===== src/rtl/ddd_pkg.sv =====
// Shared widths, constants and the month table for the date difference block.
// Depends on nothing; used by ddd_day_count and date_day_difference.
`default_nettype none

package ddd_pkg;

   // field widths
   localparam int DAY_W   = 5;
   localparam int MONTH_W = 4;
   localparam int YEAR_W  = 14;
   localparam int DIFF_W  = 22;

   // day count of one date: 365 * 16383 plus leap days, month and day fit in 23 bits
   localparam int COUNT_W = 23;

   // default largest year taken as given; later years clamp to it
   localparam int MAX_YEAR = 9999;

   // saturation bound of the result
   localparam logic [COUNT_W-1:0] DIFF_MAX = COUNT_W'((1 << DIFF_W) - 1);

   // divide by 100 as multiply by 5243 and shift right by 19, exact below 2**14
   localparam int RECIP_W     = 13;
   localparam int RECIP_SHIFT = 19;
   localparam int PROD_W      = YEAR_W + RECIP_W;
   localparam int QUOT_W      = PROD_W - RECIP_SHIFT;
   localparam logic [PROD_W-1:0] RECIP_100 = PROD_W'(5243);

   // leap day total of years 0 to year-1, and day count inside one year
   localparam int LEAPS_W = YEAR_W - 1;
   localparam int MPART_W = 10;
   localparam int MTAB_W  = 9;

   localparam logic [COUNT_W-1:0] DAYS_YEAR = COUNT_W'(365);
   localparam logic [YEAR_W-1:0]  CENTURY   = YEAR_W'(100);
   localparam logic [MONTH_W-1:0] FEBRUARY  = MONTH_W'(2);

   // days in the months before the given one; months past twelve count all twelve
   function automatic logic [MTAB_W-1:0] months_before(input logic [MONTH_W-1:0] month);
      logic [MTAB_W-1:0] days;
      case (month)
         4'd0:    days = 9'd0;
         4'd1:    days = 9'd0;
         4'd2:    days = 9'd31;
         4'd3:    days = 9'd59;
         4'd4:    days = 9'd90;
         4'd5:    days = 9'd120;
         4'd6:    days = 9'd151;
         4'd7:    days = 9'd181;
         4'd8:    days = 9'd212;
         4'd9:    days = 9'd243;
         4'd10:   days = 9'd273;
         4'd11:   days = 9'd304;
         4'd12:   days = 9'd334;
         default: days = 9'd365;
      endcase
      return days;
   endfunction

endpackage

`default_nettype wire


===== src/rtl/date_day_difference.sv =====
// Top level of the Gregorian day difference block: two day count pipelines,
// absolute difference and saturating output register. Depends on ddd_pkg, ddd_day_count.
//
// Use: drive both dates on the req_ ports and raise start for one cycle per word.
// A word is taken at each rising edge with start high and busy low; busy stays low,
// so a new word may be taken in every cycle, one word per cycle sustained.
// Each word gives one result on rsp_day_difference, marked by rsp_strobe for
// exactly one cycle. It passes through five register stages: three form each day
// count (clamp and products, leap terms, sum), one holds the absolute difference,
// one saturates into the output register.
// The receiver cannot stall; results leave at the rate words arrive.
// Years above the maximum year clamp to it; days and months are not checked.
// Reset is synchronous and active high: it clears the valid bits of all stages,
// so words in flight are dropped and no strobe follows until new words arrive.
// The block keeps no state between words.
`default_nettype none

module date_day_difference #(
   parameter int MAX_YEAR = ddd_pkg::MAX_YEAR
) (
   input  wire logic                          clock,
   input  wire logic                          reset,
   input  wire logic                          start,
   output      logic                          busy,
   input  wire logic [ddd_pkg::DAY_W-1:0]     req_first_day,
   input  wire logic [ddd_pkg::MONTH_W-1:0]   req_first_month,
   input  wire logic [ddd_pkg::YEAR_W-1:0]    req_first_year,
   input  wire logic [ddd_pkg::DAY_W-1:0]     req_second_day,
   input  wire logic [ddd_pkg::MONTH_W-1:0]   req_second_month,
   input  wire logic [ddd_pkg::YEAR_W-1:0]    req_second_year,
   output      logic                          rsp_strobe,
   output      logic [ddd_pkg::DIFF_W-1:0]    rsp_day_difference
);

   localparam int COUNT_STAGES = 3;

   // never hold off a word
   assign busy = 1'b0;

   // day counts of both dates
   logic [ddd_pkg::COUNT_W-1:0] first_count;
   logic [ddd_pkg::COUNT_W-1:0] second_count;

   ddd_day_count #(
      .MAX_YEAR (MAX_YEAR)
   ) u_first_count (
      .clock (clock),
      .day   (req_first_day),
      .month (req_first_month),
      .year  (req_first_year),
      .count (first_count)
   );

   ddd_day_count #(
      .MAX_YEAR (MAX_YEAR)
   ) u_second_count (
      .clock (clock),
      .day   (req_second_day),
      .month (req_second_month),
      .year  (req_second_year),
      .count (second_count)
   );

   // advance valid bits alongside the count pipelines
   logic [COUNT_STAGES-1:0] valid_ff, valid_in;

   assign valid_in = {valid_ff[COUNT_STAGES-2:0], start & ~busy};

   always_ff @(posedge clock) begin
      if (reset) begin
         valid_ff <= '0;
      end else begin
         valid_ff <= valid_in;
      end
   end

   // absolute difference of the two counts
   logic [ddd_pkg::COUNT_W-1:0] diff_ff, diff_in;
   logic                        diff_valid_ff;

   assign diff_in = (first_count >= second_count) ? (first_count - second_count)
                                                  : (second_count - first_count);

   always_ff @(posedge clock) begin
      diff_ff <= diff_in;
      if (reset) begin
         diff_valid_ff <= 1'b0;
      end else begin
         diff_valid_ff <= valid_ff[COUNT_STAGES-1];
      end
   end

   // saturate into the output register
   logic [ddd_pkg::DIFF_W-1:0] rsp_day_difference_ff, rsp_day_difference_in;
   logic                       rsp_strobe_ff;

   assign rsp_day_difference_in = (diff_ff > ddd_pkg::DIFF_MAX)
                                ? ddd_pkg::DIFF_MAX[ddd_pkg::DIFF_W-1:0]
                                : diff_ff[ddd_pkg::DIFF_W-1:0];

   always_ff @(posedge clock) begin
      rsp_day_difference_ff <= rsp_day_difference_in;
      if (reset) begin
         rsp_strobe_ff <= 1'b0;
      end else begin
         rsp_strobe_ff <= diff_valid_ff;
      end
   end

   assign rsp_strobe         = rsp_strobe_ff;
   assign rsp_day_difference = rsp_day_difference_ff;

   // a taken word gives its result strobe
   a_word_gives_result: assert property (@(posedge clock) disable iff (reset)
      (start && !busy) |-> ##5 rsp_strobe)
      else $error("taken word produced no result strobe");

   // no strobe without an earlier taken word
   a_no_invented_result: assert property (@(posedge clock) disable iff (reset)
      rsp_strobe |-> $past(start && !busy, 5))
      else $error("result strobe without a taken word");

   // the same date twice is zero days apart
   a_same_date_zero: assert property (@(posedge clock) disable iff (reset)
      (start && !busy && (req_first_day == req_second_day) &&
       (req_first_month == req_second_month) && (req_first_year == req_second_year))
      |-> ##5 (rsp_day_difference == '0))
      else $error("equal dates gave a nonzero difference");

endmodule

`default_nettype wire


===== src/rtl/ddd_day_count.sv =====
// Three-stage pipeline that turns one date into its running day count.
// Depends on ddd_pkg for widths, constants and the month table.
`default_nettype none

module ddd_day_count #(
   parameter int MAX_YEAR = ddd_pkg::MAX_YEAR
) (
   input  wire logic                          clock,
   input  wire logic [ddd_pkg::DAY_W-1:0]     day,
   input  wire logic [ddd_pkg::MONTH_W-1:0]   month,
   input  wire logic [ddd_pkg::YEAR_W-1:0]    year,
   output      logic [ddd_pkg::COUNT_W-1:0]   count
);

   // largest year taken as given, bounded by the year field
   localparam int YEAR_TOP = (1 << ddd_pkg::YEAR_W) - 1;
   localparam logic [ddd_pkg::YEAR_W-1:0] CLAMP_YEAR =
      ddd_pkg::YEAR_W'(MAX_YEAR > YEAR_TOP ? YEAR_TOP : MAX_YEAR);

   // stage one: clamp, year length products, reciprocal products
   logic [ddd_pkg::YEAR_W-1:0]  year_c;
   logic                        year_nz;
   logic [ddd_pkg::YEAR_W-1:0]  prev_year;

   logic [ddd_pkg::YEAR_W-1:0]  year_ff;
   logic [ddd_pkg::YEAR_W-1:0]  prev_ff;
   logic                        year_nz_ff;
   logic [ddd_pkg::PROD_W-1:0]  prod_prev_ff, prod_prev_in;
   logic [ddd_pkg::PROD_W-1:0]  prod_year_ff, prod_year_in;
   logic [ddd_pkg::COUNT_W-1:0] y365_ff, y365_in;
   logic [ddd_pkg::MONTH_W-1:0] month_ff;
   logic [ddd_pkg::DAY_W-1:0]   day_ff;

   assign year_c    = (year > CLAMP_YEAR) ? CLAMP_YEAR : year;
   assign year_nz   = (year_c != '0);
   assign prev_year = year_nz ? (year_c - ddd_pkg::YEAR_W'(1)) : '0;

   assign prod_prev_in = ddd_pkg::PROD_W'(prev_year) * ddd_pkg::RECIP_100;
   assign prod_year_in = ddd_pkg::PROD_W'(year_c) * ddd_pkg::RECIP_100;
   assign y365_in      = ddd_pkg::COUNT_W'(year_c) * ddd_pkg::DAYS_YEAR;

   always_ff @(posedge clock) begin
      year_ff      <= year_c;
      prev_ff      <= prev_year;
      year_nz_ff   <= year_nz;
      prod_prev_ff <= prod_prev_in;
      prod_year_ff <= prod_year_in;
      y365_ff      <= y365_in;
      month_ff     <= month;
      day_ff       <= day;
   end

   // stage two: leap days before the year, leap test, days inside the year
   logic [ddd_pkg::QUOT_W-1:0]  prev_q100;
   logic [ddd_pkg::QUOT_W-1:0]  year_q100;
   logic                        year_div100;
   logic                        leap;
   logic                        extra_day;

   logic [ddd_pkg::LEAPS_W-1:0] leaps_ff, leaps_in;
   logic [ddd_pkg::MPART_W-1:0] mpart_ff, mpart_in;
   logic [ddd_pkg::COUNT_W-1:0] y365_s2_ff;

   assign prev_q100   = prod_prev_ff[ddd_pkg::PROD_W-1:ddd_pkg::RECIP_SHIFT];
   assign year_q100   = prod_year_ff[ddd_pkg::PROD_W-1:ddd_pkg::RECIP_SHIFT];
   assign year_div100 = (year_ff == ddd_pkg::YEAR_W'(year_q100) * ddd_pkg::CENTURY);
   // divisible by 400 when divisible by 100 with a quotient divisible by 4
   assign leap = ((year_ff[1:0] == 2'b00) && !year_div100) ||
                 (year_div100 && (year_q100[1:0] == 2'b00));
   assign extra_day = leap && (month_ff > ddd_pkg::FEBRUARY);

   // p/4 - p/100 + p/400 + 1, with p/400 as (p/100)/4
   assign leaps_in = ddd_pkg::LEAPS_W'(prev_ff[ddd_pkg::YEAR_W-1:2])
                   - ddd_pkg::LEAPS_W'(prev_q100)
                   + ddd_pkg::LEAPS_W'(prev_q100[ddd_pkg::QUOT_W-1:2])
                   + ddd_pkg::LEAPS_W'(year_nz_ff);

   assign mpart_in = ddd_pkg::MPART_W'(ddd_pkg::months_before(month_ff))
                   + ddd_pkg::MPART_W'(extra_day)
                   + ddd_pkg::MPART_W'(day_ff);

   always_ff @(posedge clock) begin
      leaps_ff   <= leaps_in;
      mpart_ff   <= mpart_in;
      y365_s2_ff <= y365_ff;
   end

   // stage three: sum the parts
   logic [ddd_pkg::COUNT_W-1:0] count_ff, count_in;

   assign count_in = y365_s2_ff + ddd_pkg::COUNT_W'(leaps_ff) + ddd_pkg::COUNT_W'(mpart_ff);

   always_ff @(posedge clock) begin
      count_ff <= count_in;
   end

   assign count = count_ff;

endmodule

`default_nettype wire


===== config.mk =====
export PLATFORM = sky130hd
export DESIGN_NAME = date_day_difference
export DESIGN_NICKNAME = d
export VERILOG_FILES = /design/src/rtl/ddd_pkg.sv /design/src/rtl/date_day_difference.sv /design/src/rtl/ddd_day_count.sv
export SDC_FILE = /design/constraint.sdc
export NUM_CORES = 2
export LEC_CHECK = 0
export BUFFER_PORTS_ARGS = -buffer_cell sky130_fd_sc_hd__buf_4
export CORE_MARGIN = 5
export CORE_UTILIZATION = 45
export DETAILED_ROUTE_END_ITERATION = 8
export MAX_ROUTING_LAYER = met4
export SETUP_SLACK_MARGIN = 0.02
export SLEW_MARGIN = 20
export SYNTH_ARGS = -nofsm -noshare
export SYNTH_HDL_FRONTEND = slang
export SYNTH_SLANG_ARGS = --single-unit

===== constraint.sdc =====
create_clock -name clock -period 16.1 [get_ports clock]
set_input_delay 1.61 -clock clock [delete_from_list [all_inputs] [get_ports clock]]
set_output_delay 1.61 -clock clock [all_outputs]
set_load 0.02 [all_outputs]

Word-level counts from Yosys, hierarchy flattened --
Memories as Yosys holds them, arrays and structs flattened. A register that Yosys moved wholly into a read port is not among the register bits. Cells that the tools add are included.
Word-level totals: memories 2, ROM bits 288, bits in registers 418, output and inout bits 24
Cells by class: magnitude comparators 6, reductions and logical operators 16, multipliers 8, add/sub/neg operators 18, equal/unequal tests 2, mux-type cells 5
Memories:
- (no name shown) | depth 16, bits a word 9, rd ports 1, clocked after memory_dff 1, write ports 0, line ddd_pkg.sv:41 | case (month)
- (no name shown) | depth 16, bits a word 9, rd ports 1, clocked after memory_dff 1, write ports 0, line ddd_pkg.sv:41
Operator list (number):
- 14-bit by 13-bit multiplier with 27-bit output (second input constant) | 4
- 14-bit two-way mux | 4
- 23-bit by 10-bit adder with 23-bit output | 2
- 23-bit by 13-bit adder with 23-bit output | 2
- 14-bit by 9-bit multiplier with 23-bit output (second input constant) | 2
- 23-bit subtractor | 2
- 14-bit equality test | 2
- 14-bit greater-than comparator (second input constant) | 2
- 14-bit nonzero test | 2
- 14-bit by 1-bit subtractor with 14-bit output (second input constant) | 2
- 13-bit by 1-bit adder with 13-bit output | 2
- 13-bit by 6-bit adder with 13-bit output | 2
- 12-bit by 8-bit subtractor with 13-bit output | 2
- 8-bit by 5-bit multiplier with 12-bit output (second input constant) | 2
- 23-bit greater-or-equal comparator | 1
- 23-bit by 22-bit greater-than comparator with 1-bit output (second input constant) | 1
- 23-bit two-way mux | 1
- 10-bit by 5-bit adder with 10-bit output | 2
- 9-bit by 1-bit adder with 10-bit output | 2
- 4-bit by 2-bit greater-than comparator with 1-bit output (second input constant) | 2
- 2-bit logical NOT | 4
- 1-bit logical AND | 6
- 1-bit logical NOT | 2
- 1-bit logical OR | 2

Depth between registers and ports, before layout --
depth in word-level cells 8, depth in mapped cells 34, depth with buffers taken out 33

Hierarchy --
A second synthesis with hierarchy kept.
Second synthesis, totals: cell total of the unflattened synthesis 3517, area, all modules 34383.0 µm²
By module, submodules not included:
- ddd_day_count at u_first_count | cells an instance 1540, instances 1, area an instance 15494.9 µm²
- ddd_day_count at u_second_count | cells an instance 1527, instances 1, area an instance 15234.6 µm²
- date_day_difference | cells an instance 450, instances 1, area an instance 3653.5 µm²

Worst setup path before layout --
No wires, ideal clock.
kind input port to flip-flop, start input port req_second_year[5] (netlist name), end register u_second_count.prod_prev_ff[26] (netlist name), path slack 6956 ps, stages 31, buffers on the path 1, arrival 9072 ps, setup time 72 ps, path through clkbuf_1 nor2_1 a21oi_1 o31ai_1 nand2b_1 inv_1 ha_1 a211oi_1 o311ai_0 a21boi_0 o21ai_0 xnor2_1 nor2_1 fa_1 ha_1 fa_1 fa_1 inv_1 fa_1 inv_1 ha_1 a21o_1 a21o_1 a21oi_1 o21ai_0 or4_1 and3_1 a311o_1 a21o_1 a21oi_2 xnor2_1
Between the ends: word-level cells in the longest chain between the ends 5
RTL lines:
- from (decl) | line date_day_difference.sv:30 | input wire logic [ddd_pkg::YEAR_W-1:0] req_second_year,
- 14-bit greater-than comparator * | line ddd_day_count.sv:34 | assign year_c = (year > CLAMP_YEAR) ? CLAMP_YEAR : year;
- 14-bit two-way mux * | line ddd_day_count.sv:34
- named net u_second_count.year_c (one bit) | line ddd_day_count.sv:21 | logic [ddd_pkg::YEAR_W-1:0] year_c;
- 14-bit by 1-bit subtractor with 14-bit output or 14-bit nonzero test (tied branches) | line ddd_day_count.sv:36, ddd_day_count.sv:35
- 14-bit two-way mux * | line ddd_day_count.sv:36 | assign prev_year = year_nz ? (year_c - ddd_pkg::YEAR_W'(1)) : '0;
- named net u_second_count.prev_year (one bit) | line ddd_day_count.sv:23 | logic [ddd_pkg::YEAR_W-1:0] prev_year;
- 14-bit by 13-bit multiplier with 27-bit output * | line ddd_day_count.sv:38 | assign prod_prev_in = ddd_pkg::PROD_W'(prev_year) * ddd_pkg::RECIP_100;
- named net u_second_count.prod_prev_in (one bit) | line ddd_day_count.sv:28 | logic [ddd_pkg::PROD_W-1:0] prod_prev_ff, prod_prev_in;
- to (signal assigned) | line ddd_day_count.sv:46 | prod_prev_ff <= prod_prev_in;
- to (decl) | line ddd_day_count.sv:28
The timed path passes the listed nets; every way through them passes the cells marked *. A chain may end at the register's enable or synchronous reset.

Worst setup path in the final report --
start input port req_second_year[4] (netlist name), end register u_second_count.prod_prev_ff[26] (netlist name)
Same word-level chain as after synthesis.

==> run metrics <==
outcome complete, no violations; Synth top area share 0.251; sequential share of the synthesized area 0.212; Worst R2R Start u_second_count.prod_year_ff[21]; ys async rst share 0; reg-to-reg critical path endpoint u_second_count.mpart_ff[8]; setup_tns 0 ns; Synth-to-Final Area Change 9.57%; critical path launch point type input pin; ys flop type dfxtp_1; CTS tree yes; # IOs 73; final worst setup slack between 6 and 7 ns; CP max stage cell nor2_1; Max Cap Viol 0; # DRC 0; final estimated routing congestion in global placement between 0.9 and 1; die area between 70000 and 80000 um^2; r2r worst-path depth 21; Post-synth EDFFs 0; CP Data Arrival Time 9.80 ns; vias in the first global route roughly 22000; nets@finish 4503; average wire per standard cell between 15 and 20 um; drt pass-1 iters 5; Routed Antenna Nets 0; CTS clk-pin slew, worst paths roughly 0.06 ns; cts-stage hold buffer count 0; final hold violations 0; CP Data Required Time between 15 and 20 ns; worst-path maximum fanout 15; Synth area leaders ha_1 25%, fa_1 23%, dfxtp_1 21%; # clock sinks about 350; DP Worst Slack approximately 6.1 ns; Max Clock Skew approximately 0.015 ns; multi-input logic area 23100 um^2; Chip Height 282 um; H-Tree Depth 2; largest net degree at the start of global routing 37; Worst Min Path Start u_second_count.y365_ff[11]; Synth area leader ha_1; initial antenna violation count 2; actual slew at the worst max-slew pin around 0.94 ns; via/cell ratio between 4 and 5; later-pin clock latency in the skew report around 0.57 ns; Synth Register Bits roughly 350; number of cell rows 99; fillcell total approximately 6800; Hold Path Stages 0; Initial Utilization 0.455; Final Max Slew Viols 0; Max Clk Rate 107 MHz; worst rel slew slack 0.371; most frequent cell after synthesis inv_1; unrepaired setup endpoints after global routing false; post_cts resized 0; Core Area ~73000 um^2; library cells used by synthesis 78; Tcrit/Tclk final 0.578; R2R setup slack 10.70 ns; final WL around 68000 um; post-synth net total between 4000 and 5000; Initial DRC Count roughly 940; crit path kind input pin to flop; Root Driver clkbuf_16; Worst Hold Endpoint u_second_count.y365_s2_ff[11]; mapped cell area around 33000 um^2; Port Buffer Count between 70 and 80; via count ~21000; Finish-stage setup viols 0; CTS Buf Count between 40 and 50; die width 282 um; Tmin final around 9.3 ns; Synth top cells by count 765 x inv_1, 666 x ha_1, 375 x fa_1; GR Overflow Total 0; first-pass GRT wire length between 100000 and 150000 um; YS warnings 0; most frequent CP cell fa_1; synthesized instance count around 3300; critical path endpoint category flop; Avg Cell Area, Syn about 10 um^2; post-CTS setup buffer count 0; gr usage total 0.182; slowest stage delay, CP roughly 0.73 ns; layout cells sized above 1 0.0595; Post-DP HPWL slightly below 60000 um; Reg area 7050 um^2; clk buf depth 3; HP Class flop to flop
==> layout by cell type, fill, tap and decap left out, drive strengths merged, types with 11 or more instances in the layout <==
| cell type | count |
|---|---|
| and3 | 18 |
| and2 | 13 |
| or3 | 17 |
| o21bai | 15 |
| a21oi | 134 |
| nand2 | 94 |
| nor3 | 32 |
| ha | 666 |
| a31oi | 12 |
| clkinv | 11 |
| nor2 | 109 |
| xnor2 | 162 |
| o21a | 22 |
| nand2b | 24 |
| nor2b | 36 |
| mux2i | 19 |
| a21o | 88 |
| nand3 | 42 |
| inv | 775 |
| or2 | 33 |
| clkbuf | 51 |
| fa | 375 |
| nand4 | 16 |
| xor2 | 51 |
| dfxtp | 352 |
| o21ai | 81 |
| buf | 76 |
==> metal layers <==
metal	track usage	share of wire	vias to the layer above
met5	-	0	-
met2	0.278	0.43	345
met4	0.0471	0.028	0
met1	0.256	0.50	9930
met3	0.0258	0.041	99
li1	-	-	10800
==> registers in the layout, summed over array words and instances (netlist names), 12 cells and up, named ones only <==
register,cells
u_second_count.year_ff,14
u_first_count.year_ff,14
u_second_count.y365_s2_ff,23
u_first_count.count,23
u_first_count.y365_ff,21
u_second_count.prev_ff,12
u_first_count.y365_s2_ff,23
u_second_count.y365_ff,21
diff_ff,23
u_first_count.leaps_ff,13
u_second_count.count,23
u_second_count.leaps_ff,13
rsp_day_difference,22
u_first_count.prev_ff,12
==> critical path: cells and delay by family <==
kind,cells,cell delay (ns)
simple gates,5,1.72
buf+inv,5,0.61
compound gates,13,2.81
fa+ha+maj,7,2.83
xor+xnor,2,0.22
==> logic make-up (layout without fill, tap and decap cells) <==
| family | after synthesis | count (layout) | share of synthesized area |
|---|---|---|---|
| AO/OA/AOI/OAI | 435 | 435 | 0.0851 |
| XOR/XNOR | 213 | 213 | 0.0562 |
| adder cells (fa/ha/maj) | 1041 | 1041 | 0.477 |
| buffers and inverters | 803 | 922 | 0.0914 |
| flip-flops | 352 | 352 | 0.212 |
| multiplexers | 30 | 30 | 0.0101 |
| other | 1 | 2 | 0.000113 |
| AND/OR/NAND/NOR | 453 | 453 | 0.0682 |
==> worst max path at each step <==
stage                     slack (ns)               start  depth (start not counted)                         endpoint
after floorplan                 6.96  req_second_year[5]                         31  u_second_count.prod_prev_ff[26]
after global placement          6.25  req_second_year[4]                         32  u_second_count.prod_prev_ff[26]
after detailed placement        6.14  req_second_year[4]                         32  u_second_count.prod_prev_ff[26]
after CTS                       6.74  req_second_year[4]                         32  u_second_count.prod_prev_ff[26]
after global routing            6.07  req_second_year[4]                         32  u_second_count.prod_prev_ff[26]
final                           6.79  req_second_year[4]                         32  u_second_count.prod_prev_ff[26]
==> stage by stage <==
| step | hold WS (ns) | utilization | instance area, um^2 | std cells |
|---|---|---|---|---|
| floorplan | 0.310 | - | 33200 | 3328 |
| detailed placement | 0.312 | 0.477 | 34800 | 4328 |
| finish | 0.319 | 0.498 | 36400 | 4407 |
| CTS | 0.314 | 0.498 | 36400 | 4406 |
| global placement | 0.312 | 0.477 | 34800 | 4328 |
| global route | 0.323 | 0.498 | 36400 | 4407 |
==> final cells by class <==
class	count	area share
Sequential cell	352	0.194
Tap cell	959	0.0330
Clock inverter	27	0.0114
Inverter	768	0.0792
Antenna cell	1	0.0000687
Timing Repair Buffer	76	0.0157
Clock buffer	51	0.0314
Multi-Input combinational cell	2173	0.636
Power is not shown: default switching activity piles up to over one toggle a cycle in this logic, so the estimate is an artifact.
